File: src/bst_pkg.sv
// shared types and byte constants for the byte stream tokenizer
package bst_pkg;

    typedef enum logic [1:0] {
        KIND_NUM    = 2'd0,
        KIND_IDENT  = 2'd1,
        KIND_SINGLE = 2'd2,
        KIND_END    = 2'd3
    } t_kind;

    typedef struct packed {
        t_kind      kind;
        logic [7:0] lexeme;
        logic       tok_start;
        logic       tok_end;
        logic       last;
    } t_token;

    localparam int QUEUE_DEPTH = 4;
    localparam int CNT_W       = $clog2(QUEUE_DEPTH + 1);

    localparam logic [7:0] CH_HASH  = 8'h23;
    localparam logic [7:0] CH_US    = 8'h5F;
    localparam logic [7:0] CH_CR    = 8'h0D;
    localparam logic [7:0] CH_LF    = 8'h0A;
    localparam logic [7:0] CH_TAB   = 8'h09;
    localparam logic [7:0] CH_VT    = 8'h0B;
    localparam logic [7:0] CH_FF    = 8'h0C;
    localparam logic [7:0] CH_SPACE = 8'h20;

endpackage

File: src/bst_scan.sv
// scanner state and byte classification, up to two tokens per transfer
module bst_scan (
    input  logic            i_clk,
    input  logic            i_rst_n,
    input  logic            i_fire,
    input  logic [7:0]      i_byte,
    input  logic            i_eos,
    output logic [1:0]      o_num,
    output bst_pkg::t_token o_tok0,
    output bst_pkg::t_token o_tok1
);
    import bst_pkg::*;

    typedef enum logic [3:0] {
        MODE_IDLE    = 4'b0001,
        MODE_NUM     = 4'b0010,
        MODE_IDENT   = 4'b0100,
        MODE_COMMENT = 4'b1000
    } t_mode;

    t_mode      r_mode, n_mode;
    logic [7:0] r_held, n_held;
    logic       r_first, n_first;

    logic   is_dig, is_alpha, is_sp, is_brk;
    t_mode  idle_mode;
    logic   idle_hold, idle_emit;
    t_token idle_tok, held_tok;
    logic   cont;

    always_comb begin
        is_dig   = i_byte inside {[8'h30:8'h39]};
        is_alpha = i_byte inside {CH_US, [8'h61:8'h7A], [8'h41:8'h5A]};
        is_brk   = i_byte inside {CH_CR, CH_LF};
        is_sp    = i_byte inside {CH_CR, CH_LF, CH_SPACE, CH_TAB, CH_VT, CH_FF};

        idle_mode = MODE_IDLE;
        idle_hold = 1'b0;
        idle_emit = 1'b0;
        if (is_dig) begin
            idle_mode = MODE_NUM;
            idle_hold = 1'b1;
        end else if (is_alpha) begin
            idle_mode = MODE_IDENT;
            idle_hold = 1'b1;
        end else if (is_sp) begin
            idle_mode = MODE_IDLE;
        end else if (i_byte == CH_HASH) begin
            idle_mode = MODE_COMMENT;
        end else begin
            idle_emit = 1'b1;
        end
        idle_tok = '{kind: KIND_SINGLE, lexeme: i_byte, tok_start: 1'b1,
                     tok_end: 1'b1, last: 1'b0};

        held_tok = '{kind: (r_mode == MODE_NUM) ? KIND_NUM : KIND_IDENT,
                     lexeme: r_held, tok_start: r_first, tok_end: 1'b1, last: 1'b0};
        cont = (r_mode == MODE_NUM) ? is_dig : (is_dig || is_alpha);

        n_mode  = r_mode;
        n_held  = r_held;
        n_first = r_first;
        o_num   = 2'd0;
        o_tok0  = '0;
        o_tok1  = '0;

        if (i_eos) begin
            if ((r_mode == MODE_NUM) || (r_mode == MODE_IDENT)) begin
                o_tok0 = held_tok;
                o_tok1 = '{kind: KIND_END, lexeme: 8'h00, tok_start: 1'b1,
                           tok_end: 1'b1, last: 1'b1};
                o_num  = 2'd2;
            end else begin
                o_tok0 = '{kind: KIND_END, lexeme: 8'h00, tok_start: 1'b1,
                           tok_end: 1'b1, last: 1'b1};
                o_num  = 2'd1;
            end
            n_mode  = MODE_IDLE;
            n_held  = 8'h00;
            n_first = 1'b0;
        end else begin
            case (r_mode)
                MODE_IDLE: begin
                    n_mode = idle_mode;
                    if (idle_hold) begin
                        n_held  = i_byte;
                        n_first = 1'b1;
                    end
                    if (idle_emit) begin
                        o_tok0      = idle_tok;
                        o_tok0.last = 1'b1;
                        o_num       = 2'd1;
                    end
                end
                MODE_COMMENT: begin
                    if (is_brk) begin
                        n_mode = MODE_IDLE;
                    end
                end
                MODE_NUM, MODE_IDENT: begin
                    o_tok0 = held_tok;
                    if (cont) begin
                        o_tok0.tok_end = 1'b0;
                        o_tok0.last    = 1'b1;
                        o_num          = 2'd1;
                        n_held         = i_byte;
                        n_first        = 1'b0;
                    end else begin
                        n_mode  = idle_mode;
                        n_held  = idle_hold ? i_byte : 8'h00;
                        n_first = idle_hold;
                        if (idle_emit) begin
                            o_tok1      = idle_tok;
                            o_tok1.last = 1'b1;
                            o_num       = 2'd2;
                        end else begin
                            o_tok0.last = 1'b1;
                            o_num       = 2'd1;
                        end
                    end
                end
                default: begin
                    n_mode = MODE_IDLE;
                end
            endcase
        end
    end

    always_ff @(posedge i_clk) begin
        if (!i_rst_n) begin
            r_mode  <= MODE_IDLE;
            r_held  <= 8'h00;
            r_first <= 1'b0;
        end else if (i_fire) begin
            r_mode  <= n_mode;
            r_held  <= n_held;
            r_first <= n_first;
        end
    end

endmodule

File: src/byte_stream_tokenizer.sv
// byte stream tokenizer top level: input register, scanner and token queue
//
// input channel: i_in_valid / o_in_stall carry one source byte or an
// end-of-stream mark per transfer. output channel: o_out_valid / i_out_stall
// carry one lexeme byte per transfer with its kind, start, end and last flags.
// numbers, identifiers, single-character tokens and the end token come out in
// source order; identifier and number bytes are held back by one source byte
// so that the final byte can carry its end flag.
// a taken byte waits in the input register until the scanner advances; its tokens
// are written into the token queue and offered from its head in source order.
// throughput: one source byte per cycle while the token queue has room; a byte
// that closes a token and also gives a single-character token yields two output
// transfers. the four-entry token queue sets this: the scanner advances
// only while two entries are free after this cycle's output transfer.
// stall: while i_out_stall is high the queue holds and fills; once it cannot
// take two more tokens the input register holds and o_in_stall rises.
// reset: synchronous, active low; empties the queue and input register and
// returns the scanner to between tokens.
module byte_stream_tokenizer (
    input  logic       i_clk,
    input  logic       i_rst_n,
    input  logic       i_in_valid,
    output logic       o_in_stall,
    input  logic [7:0] i_byte_value,
    input  logic       i_end_of_stream,
    output logic       o_out_valid,
    input  logic       i_out_stall,
    output logic [1:0] o_token_kind,
    output logic [7:0] o_lexeme_byte,
    output logic       o_token_start,
    output logic       o_token_end,
    output logic       o_item_last
);
    import bst_pkg::*;

    logic             r_in_valid;
    logic [7:0]       r_in_byte;
    logic             r_in_eos;
    t_token           r_q [QUEUE_DEPTH];
    t_token           n_q [QUEUE_DEPTH];
    logic [CNT_W-1:0] r_cnt, n_cnt;

    logic             pop, proc, in_fire;
    logic [CNT_W-1:0] cnt_ap;
    logic [1:0]       num;
    t_token           tok0, tok1;

    assign pop        = (r_cnt != '0) && !i_out_stall;
    assign cnt_ap     = r_cnt - CNT_W'(pop);
    assign proc       = r_in_valid && (cnt_ap <= CNT_W'(QUEUE_DEPTH - 2));
    assign o_in_stall = r_in_valid && !proc;
    assign in_fire    = i_in_valid && !o_in_stall;

    bst_scan u_scan (
        .i_clk   (i_clk),
        .i_rst_n (i_rst_n),
        .i_fire  (proc),
        .i_byte  (r_in_byte),
        .i_eos   (r_in_eos),
        .o_num   (num),
        .o_tok0  (tok0),
        .o_tok1  (tok1)
    );

    always_comb begin
        for (int i = 0; i < QUEUE_DEPTH; i++) begin
            if (pop && (i < QUEUE_DEPTH - 1)) begin
                n_q[i] = r_q[(i < QUEUE_DEPTH - 1) ? i + 1 : i];
            end else begin
                n_q[i] = r_q[i];
            end
            if (proc && (num != 2'd0) && (CNT_W'(i) == cnt_ap)) begin
                n_q[i] = tok0;
            end
            if (proc && (num == 2'd2) && (CNT_W'(i) == cnt_ap + CNT_W'(1))) begin
                n_q[i] = tok1;
            end
        end
        n_cnt = proc ? cnt_ap + CNT_W'(num) : cnt_ap;
    end

    always_ff @(posedge i_clk) begin
        if (!i_rst_n) begin
            r_in_valid <= 1'b0;
            r_cnt      <= '0;
        end else begin
            if (in_fire) begin
                r_in_valid <= 1'b1;
            end else if (proc) begin
                r_in_valid <= 1'b0;
            end
            r_cnt <= n_cnt;
        end
    end

    always_ff @(posedge i_clk) begin
        if (in_fire) begin
            r_in_byte <= i_byte_value;
            r_in_eos  <= i_end_of_stream;
        end
        for (int i = 0; i < QUEUE_DEPTH; i++) begin
            r_q[i] <= n_q[i];
        end
    end

    assign o_out_valid   = (r_cnt != '0);
    assign o_token_kind  = r_q[0].kind;
    assign o_lexeme_byte = r_q[0].lexeme;
    assign o_token_start = r_q[0].tok_start;
    assign o_token_end   = r_q[0].tok_end;
    assign o_item_last   = r_q[0].last;

endmodule

File: config.mk
export PLATFORM = sky130hd
export DESIGN_NAME = byte_stream_tokenizer
export DESIGN_NICKNAME = d
export VERILOG_FILES = /design/src/bst_pkg.sv /design/src/bst_scan.sv /design/src/byte_stream_tokenizer.sv
export SDC_FILE = /design/constraint.sdc
export NUM_CORES = 1
export LEC_CHECK = 0
export BUFFER_PORTS_ARGS = -buffer_cell sky130_fd_sc_hd__buf_2
export CAP_MARGIN = 10
export CORE_ASPECT_RATIO = 1.4
export CORE_UTILIZATION = 55
export CTS_BUF_LIST = sky130_fd_sc_hd__clkbuf_8
export CTS_CLUSTER_SIZE = 10
export DETAILED_ROUTE_END_ITERATION = 8
export GPL_ROUTABILITY_DRIVEN = 0
export PLACE_DENSITY = 0.74
export SLEW_MARGIN = 10
export SYNTH_ARGS = -nofsm -noshare
export SYNTH_HDL_FRONTEND = slang
export SYNTH_SLANG_ARGS = --single-unit
File: constraint.sdc
create_clock -name i_clk -period 8.4 [get_ports i_clk]
set_input_delay 0.42 -clock i_clk [delete_from_list [all_inputs] [get_ports i_clk]]
set_output_delay 0.42 -clock i_clk [all_outputs]
set_load 0.01 [all_outputs]
==> results of run 1 <==
[critical path, cell delays in order (launching register included)]
cell	delay (ns)
dfxtp_1	0.31
or3_1	0.38
nand2b_1	0.13
inv_1	0.07
ha_1	0.18
ha_1	0.41
nor2_1	0.09
nor2_1	0.18
and2_0	0.29
and3_1	0.75
or2_1	0.53
[final cells by class]
| class | count | share of cell area (%) |
|---|---|---|
| Timing Repair Buffer | 32 | 3.87 |
| Sequential cell | 78 | 48.7 |
| Tap cell | 97 | 2.72 |
| Inverter | 17 | 1.43 |
| Clock buffer | 9 | 2.78 |
| Multi-Input combinational cell | 287 | 39.3 |
| Clock inverter | 6 | 1.23 |
[worst max-delay path by stage]
stage	start	end	slack, ns	cells after the start
2_1_floorplan	r_cnt[2]$_SDFF_PN0_	r_q[2][0]$_DFFE_PP_	5.13	13
3_3_place_gp	r_cnt[2]$_SDFF_PN0_	r_q[0][5]$_DFFE_PP_	4.81	10
3_5_place_dp	r_cnt[2]$_SDFF_PN0_	r_q[0][8]$_DFFE_PP_	4.69	10
4_1_cts	r_cnt[2]$_SDFF_PN0_	r_q[0][8]$_DFFE_PP_	4.68	10
5_1_grt	r_cnt[2]$_SDFF_PN0_	r_q[0][8]$_DFFE_PP_	4.37	10
6_report	r_cnt[2]$_SDFF_PN0_	r_q[0][8]$_DFFE_PP_	4.70	10
[registers in the layout (all words and copies together) (netlist names)]
register,flops
r_cnt,3
r_in_byte,8
r_in_eos,1
r_in_valid,1
r_q,52
u_scan.r_first,1
u_scan.r_held,8
u_scan.r_mode,4
[through the flow]
stage / util (%) / hold WS, ns
2_1_floorplan: - / 0.444
3_3_place_gp: 58.5 / 0.453
3_5_place_dp: 58.5 / 0.472
4_1_cts: 61.0 / 0.220
5_1_grt: 61.0 / 0.220
6_report: 61.0 / 0.236
[metal layers]
layer / part of all wire (%) / track usage, %
met1: 42 / 29.7
met2: 50 / 37.2
met3: 4.4 / 4.05
met4: 3.3 / 12.8
met5: 0 / 0
[kinds of logic (layout without fill, tap and decap cells)]
group,count (synthesis),after routing,share of synthesized area [%]
compound gates,126,126,20.7
xor+xnor,2,2,0.421
fa+ha+maj,5,5,1.69
buf+inv,46,64,5.63
flops,78,78,52.2
mux,6,6,1.53
simple gates,148,148,17.8
[where the power goes]
group / switching (mW) / internal (mW)
combinational: 0.269 / 0.153
clock: 0.131 / 0.132
sequential: 0.0458 / 0.581
total: 0.446 / 0.866
[synthesized netlist by cell type, types with 6 or more instances]
master	number
a21oi_1	38
a22oi_1	10
buf_2	13
clkbuf_1	8
dfxtp_1	17
edfxtp_1	61
inv_1	17
nand2_1	33
nand2b_1	7
nand3_1	11
nor2_1	49
nor2b_1	11
o21ai_0	26
o22ai_1	15
or3_1	6
==> run metrics, run 1 <==
result of the run=finished, final reports clean; CP startpoint kind=register; buffer levels on the longest clock path=2; Inserted Diodes=0; total routing usage reported by global routing=between 20% and 30%; hold-critical path depth=1; overall power consumption=1.31 mW; Post CTS Setup Buffer Count=0; slack of the critical path=roughly 4.7 ns; post-cts resize count=0; non-filler instance count after layout=526; reg-to-reg critical path startpoint=r_cnt[2]$_SDFF_PN0_; violation count after the first detailed-routing iteration=259; flip-flop and latch count after synthesis=78; Period minus WS final=3.70 ns; worst-path maximum fanout=23; routed wire length=~8500 um; CORE AREA=around 0.0073 mm2; fraction of post-synthesis cell area in the top cell type by area=between 40 and 50%; number of nets at the end of the flow=roughly 440; static leakage=around 1.6 nW; TNS Setup=0 ns; most frequent standard cell in the layout excluding fill and tap cells=edfxtp_1; max-capacitance violation count=0; logic depth of the worst register-to-register path=10; kind of capture point of the worst setup path=register; Die Area=approximately 0.0079 mm2; yosys synthesis warning count=0; area of all placed cells without fillers=about 0.0045 mm2; data required time at the worst endpoint=8.39 ns; period utilization=a little over two fifths; final max-slew violation count=0; VDD IR max=approximately 0.0002 V; leading cell types in the layout, fill and taps excluded=edfxtp_1, nor2_1, a21oi_1; source-to-sink clock delay at the later pin of the worst-skew pair=roughly 0.35 ns; fmax=0.271 GHz; biggest area consumer among synthesized cells=edfxtp_1; DRC violations left=0; critical register-to-register path endpoint=r_q[0][8]$_DFFE_PP_; most frequently used flop master after synthesis=edfxtp_1; number of clock sinks=approximately 80; footprint of the multi-input gates=approximately 0.0018 mm2; maximum number of pins on one net before global-route repair=26; share of post-route cells with drive strength above 1=14.5%; 1st-pass router iterations=5; Initial Utilization=between 50 and 60%; number of buffers added to fix hold violations after cts=0; number of distinct library cells after synthesis=67; critical setup path kind=reg -> reg; count of input and output buffers=27; number of rows in the core area=37; area growth from synthesis to final layout=7.28%; Fin. Hold Viols=0; post-placement worst setup slack=about 4.7 ns; Routed Antenna Nets=0; final clock skew=roughly 0.011 ns; share of synthesized area occupied by flip-flops and latches=about 52%; area occupied by registers=around 0.0022 mm2; residual overflow from global routing=0; boundary pin count=28; number of enable flip-flop cells after synthesis=61; height of the die=~100 um; CTS tree=done; Arrival @ worst endpoint=around 3.7 ns; mean number of vias per cell=slightly below 6; synthesized cell area=between 0.004 and 0.005 mm2; reg-to-reg setup timing slack=between 4 and 5 ns; worst min-delay path startpoint=i_byte_value[4]; number of levels in the clock H-tree=3; half-perimeter wire length after placement=between 6000 and 7000 um; WL per Instance=16.2 um; die width=about 75 um; clock buffers created by TritonCTS=9; clock transition at the registers of the reported paths=0.08 ns; fillers=roughly 660; actual slew at the worst max-slew pin=0.836 ns; PD cells=about 290 mW/mm2; synthesized area divided by synthesized cell count=10.1 um2; cell area after placement=around 0.0043 mm2; vias in the first global route=2896; number of vias after detailed routing=3131; Net Count, Synth=between 400 and 500; synth top area cells=edfxtp_1, dfxtp_1, a21oi_1, nor2_1, o21ai_0; Root Driver=clkbuf_8; initial antenna violation count=0; path class of the lowest-slack min-delay path=in -> reg; placed cell count=around 510; final setup violation count=0; Slew Limit Headroom=between 40 and 50%; fraction of registers with async set or reset after synthesis=0%; synthesized netlist cell count=around 400; first-pass GRT wire length=approximately 14000 um; unrepaired setup endpoints after global routing=false; Endpoint, Worst Hold=r_in_byte[4]$_DFFE_PP_
Note: power is estimated with default switching activity, not from simulation.
==> inputs of run 2 (changes only) <==
==> constraint.sdc (replaced) <==
create_clock -name i_clk -period 3.5 [get_ports i_clk]
set_input_delay 0.175 -clock i_clk [delete_from_list [all_inputs] [get_ports i_clk]]
set_output_delay 0.175 -clock i_clk [all_outputs]
set_load 0.01 [all_outputs]
==> run 2 against run 1 <==
Effect of this change: clock power grew 140%; sequential cell count is the same; combinational power rose to 2.6 times the previous value; global-route usage rose by 1.6 points; cell count increased by 4.0%; routed wire length up 3.3%; sequential power increased by 140%; final area increased by 3.9%; largest cell class unchanged.
==> run metrics, run 2 (synthesis results as in run 1) <==
Post CTS Setup Buffer Count=0; area growth from synthesis to final layout=11.5%; Net Sw Power=roughly 1.1 mW; VDD IR max=0.000399 V; initial antenna violation count=0; category of cells accounting for the largest share of critical-path delay=simple AND/OR/NAND/NOR gates; area of all placed cells without fillers=approximately 0.0046 mm2; leading cell types in the layout, fill and taps excluded=edfxtp_1, nor2_1, a21oi_1; final setup violation count=0; register with the most flip-flops=r_q; Fin Hold WS=between 0.03 and 0.04 ns; violation count after the first detailed-routing iteration=about 220; CORE AREA=between 0.007 and 0.008 mm2; mean number of vias per cell=5.91; count of input and output buffers=27; most frequent standard cell in the layout excluding fill and tap cells=edfxtp_1; critical setup path kind=reg -> reg; maximum number of pins on one net before global-route repair=23; cell area after placement=0.00436 mm2; routed wire length=slightly below 9000 um; reg-to-reg critical path startpoint=r_cnt[2]$_SDFF_PN0_; static leakage=between 1.5 and 2 nW; data required time at the worst endpoint=approximately 3.6 ns; Period minus WS final=3.07 ns; Endpoint, Worst Hold=r_in_valid$_SDFFE_PN0P_; slack of the critical path=~0.43 ns; relative contribution of combinational cells to total power=between 30% and 40%; Critical path buffers and inverters=2; overall power consumption=3.22 mW; actual slew at the worst max-slew pin=between 0.8 and 0.9 ns; path class of the lowest-slack min-delay path=in -> reg; TNS Setup=0 ns; vias in the first global route=3062; final max-slew violation count=0; clock buffers created by TritonCTS=9; Critical Path, Cell by Cell=or3_1 > nand2b_1 > inv_1 > ha_1 > ha_1 > xor2_1 > nor2_1 > nand2_1 > nor3_1 > nand2_1 > nand3_1 > buf_4; kind of capture point of the worst setup path=register; PD cells=a little under 700 mW/mm2; source-to-sink clock delay at the later pin of the worst-skew pair=0.37 ns; unrepaired setup endpoints after global routing=false; die width=75.5 um; footprint of the multi-input gates=approximately 0.0018 mm2; fillers=~630; switching part of the total=about a third; cell at the slowest stage of the critical path=or3_1; Fin. Hold Viols=0; fmax=between 0.3 and 0.4 GHz; total routing usage reported by global routing=25.1%; number of vias after detailed routing=between 3000 and 4000; half-perimeter wire length after placement=6420 um; Routed Antenna Nets=0; post-placement worst setup slack=0.465 ns; CTS tree=done; worst-path maximum fanout=13; first-pass GRT wire length=14700 um; non-filler instance count after layout=547; period utilization=between 80% and 90%; cell internal pwr=roughly 2.1 mW; result of the run=finished, final reports clean; logic depth of the worst register-to-register path=12; residual overflow from global routing=0; utilization after layout=between 60% and 70%; reg-to-reg setup timing slack=0.43 ns; biggest registers after layout=r_q (52), r_in_byte (8), u_scan.r_held (8); critical register-to-register path endpoint=r_q[2][1]$_DFFE_PP_; Inserted Diodes=0; post-cts resize count=0; number of levels in the clock H-tree=3; area occupied by registers=~0.0022 mm2; placed cell count=522; Largest register FFs=52; number of buffers added to fix hold violations after cts=9; Slew Limit Headroom=between 40% and 50%; proportion of power drawn by the clock network=approximately a fifth; Initial Utilization=approximately 57%; Arrival @ worst endpoint=about 3.1 ns; sequential share of power=a little under half; final clock skew=between 0.008 and 0.009 ns; number of nets at the end of the flow=463; Root Driver=clkbuf_8; Die Area=approximately 0.0079 mm2; CP startpoint kind=register; hold-critical path depth=2; DRC violations left=0; stage delay of the slowest cell on the critical path=around 0.38 ns; share of post-route cells with drive strength above 1=15.8%; worst min-delay path startpoint=i_in_valid; number of clock sinks=slightly below 80; height of the die=roughly 100 um; buffer levels on the longest clock path=2; 1st-pass router iterations=5; WL per Instance=approximately 16 um; max-capacitance violation count=0; number of rows in the core area=37; boundary pin count=28; clock transition at the registers of the reported paths=0.07 ns
[run 2: layout make-up]
cell class | instances | share of cell area, %
Clock buffer | 9 | 2.67
Inverter | 17 | 1.38
Clock inverter | 7 | 1.24
Timing Repair Buffer | 52 | 7.45
Tap cell | 97 | 2.62
Sequential cell | 78 | 46.9
Multi-Input combinational cell | 287 | 37.8
[run 2: power by group through the flow]
| stage | registers [mW] | logic, mW | clock network, mW |
|---|---|---|---|
| global route | 1.54 | 1.23 | 0.687 |
| CTS | 1.50 | 1.08 | 0.648 |
| floorplan | 1.52 | 0.757 | 0 |
| global placement | 1.51 | 1.04 | 0 |
| finish | 1.50 | 1.09 | 0.639 |
| detailed placement | 1.52 | 1.07 | 0 |
[run 2: worst reg2reg max path, stage by stage (launching register included)]
cell	delay, ns
dfxtp_1	0.32
or3_1	0.38
nand2b_1	0.11
inv_1	0.06
ha_1	0.18
ha_1	0.19
xor2_1	0.16
nor2_1	0.21
nand2_1	0.13
nor3_1	0.26
nand2_1	0.34
nand3_1	0.19
buf_4	0.23
[run 2: worst max-delay path by stage]
stage	start	end	slack, ns	depth (start not counted)
floorplan	r_cnt[2]$_SDFF_PN0_	r_q[2][0]$_DFFE_PP_	0.23	13
finish	r_cnt[2]$_SDFF_PN0_	r_q[2][1]$_DFFE_PP_	0.43	12
CTS	r_cnt[2]$_SDFF_PN0_	r_q[2][10]$_DFFE_PP_	0.45	12
detailed placement	r_cnt[2]$_SDFF_PN0_	r_q[2][5]$_DFFE_PP_	0.46	12
global placement	r_cnt[2]$_SDFF_PN0_	r_q[0][1]$_DFFE_PP_	0.53	12
global route	r_cnt[2]$_SDFF_PN0_	r_q[2][11]$_DFFE_PP_	0.18	12
[run 2: metal layers]
layer | track usage [%] | up-vias | part of all wire, %
li1 | - | 1577 | -
met1 | 30.6 | 1520 | 41
met2 | 40.7 | 114 | 52
met3 | 5.88 | 20 | 5.1
met4 | 12.2 | 0 | 2.5
met5 | 0 | - | 0
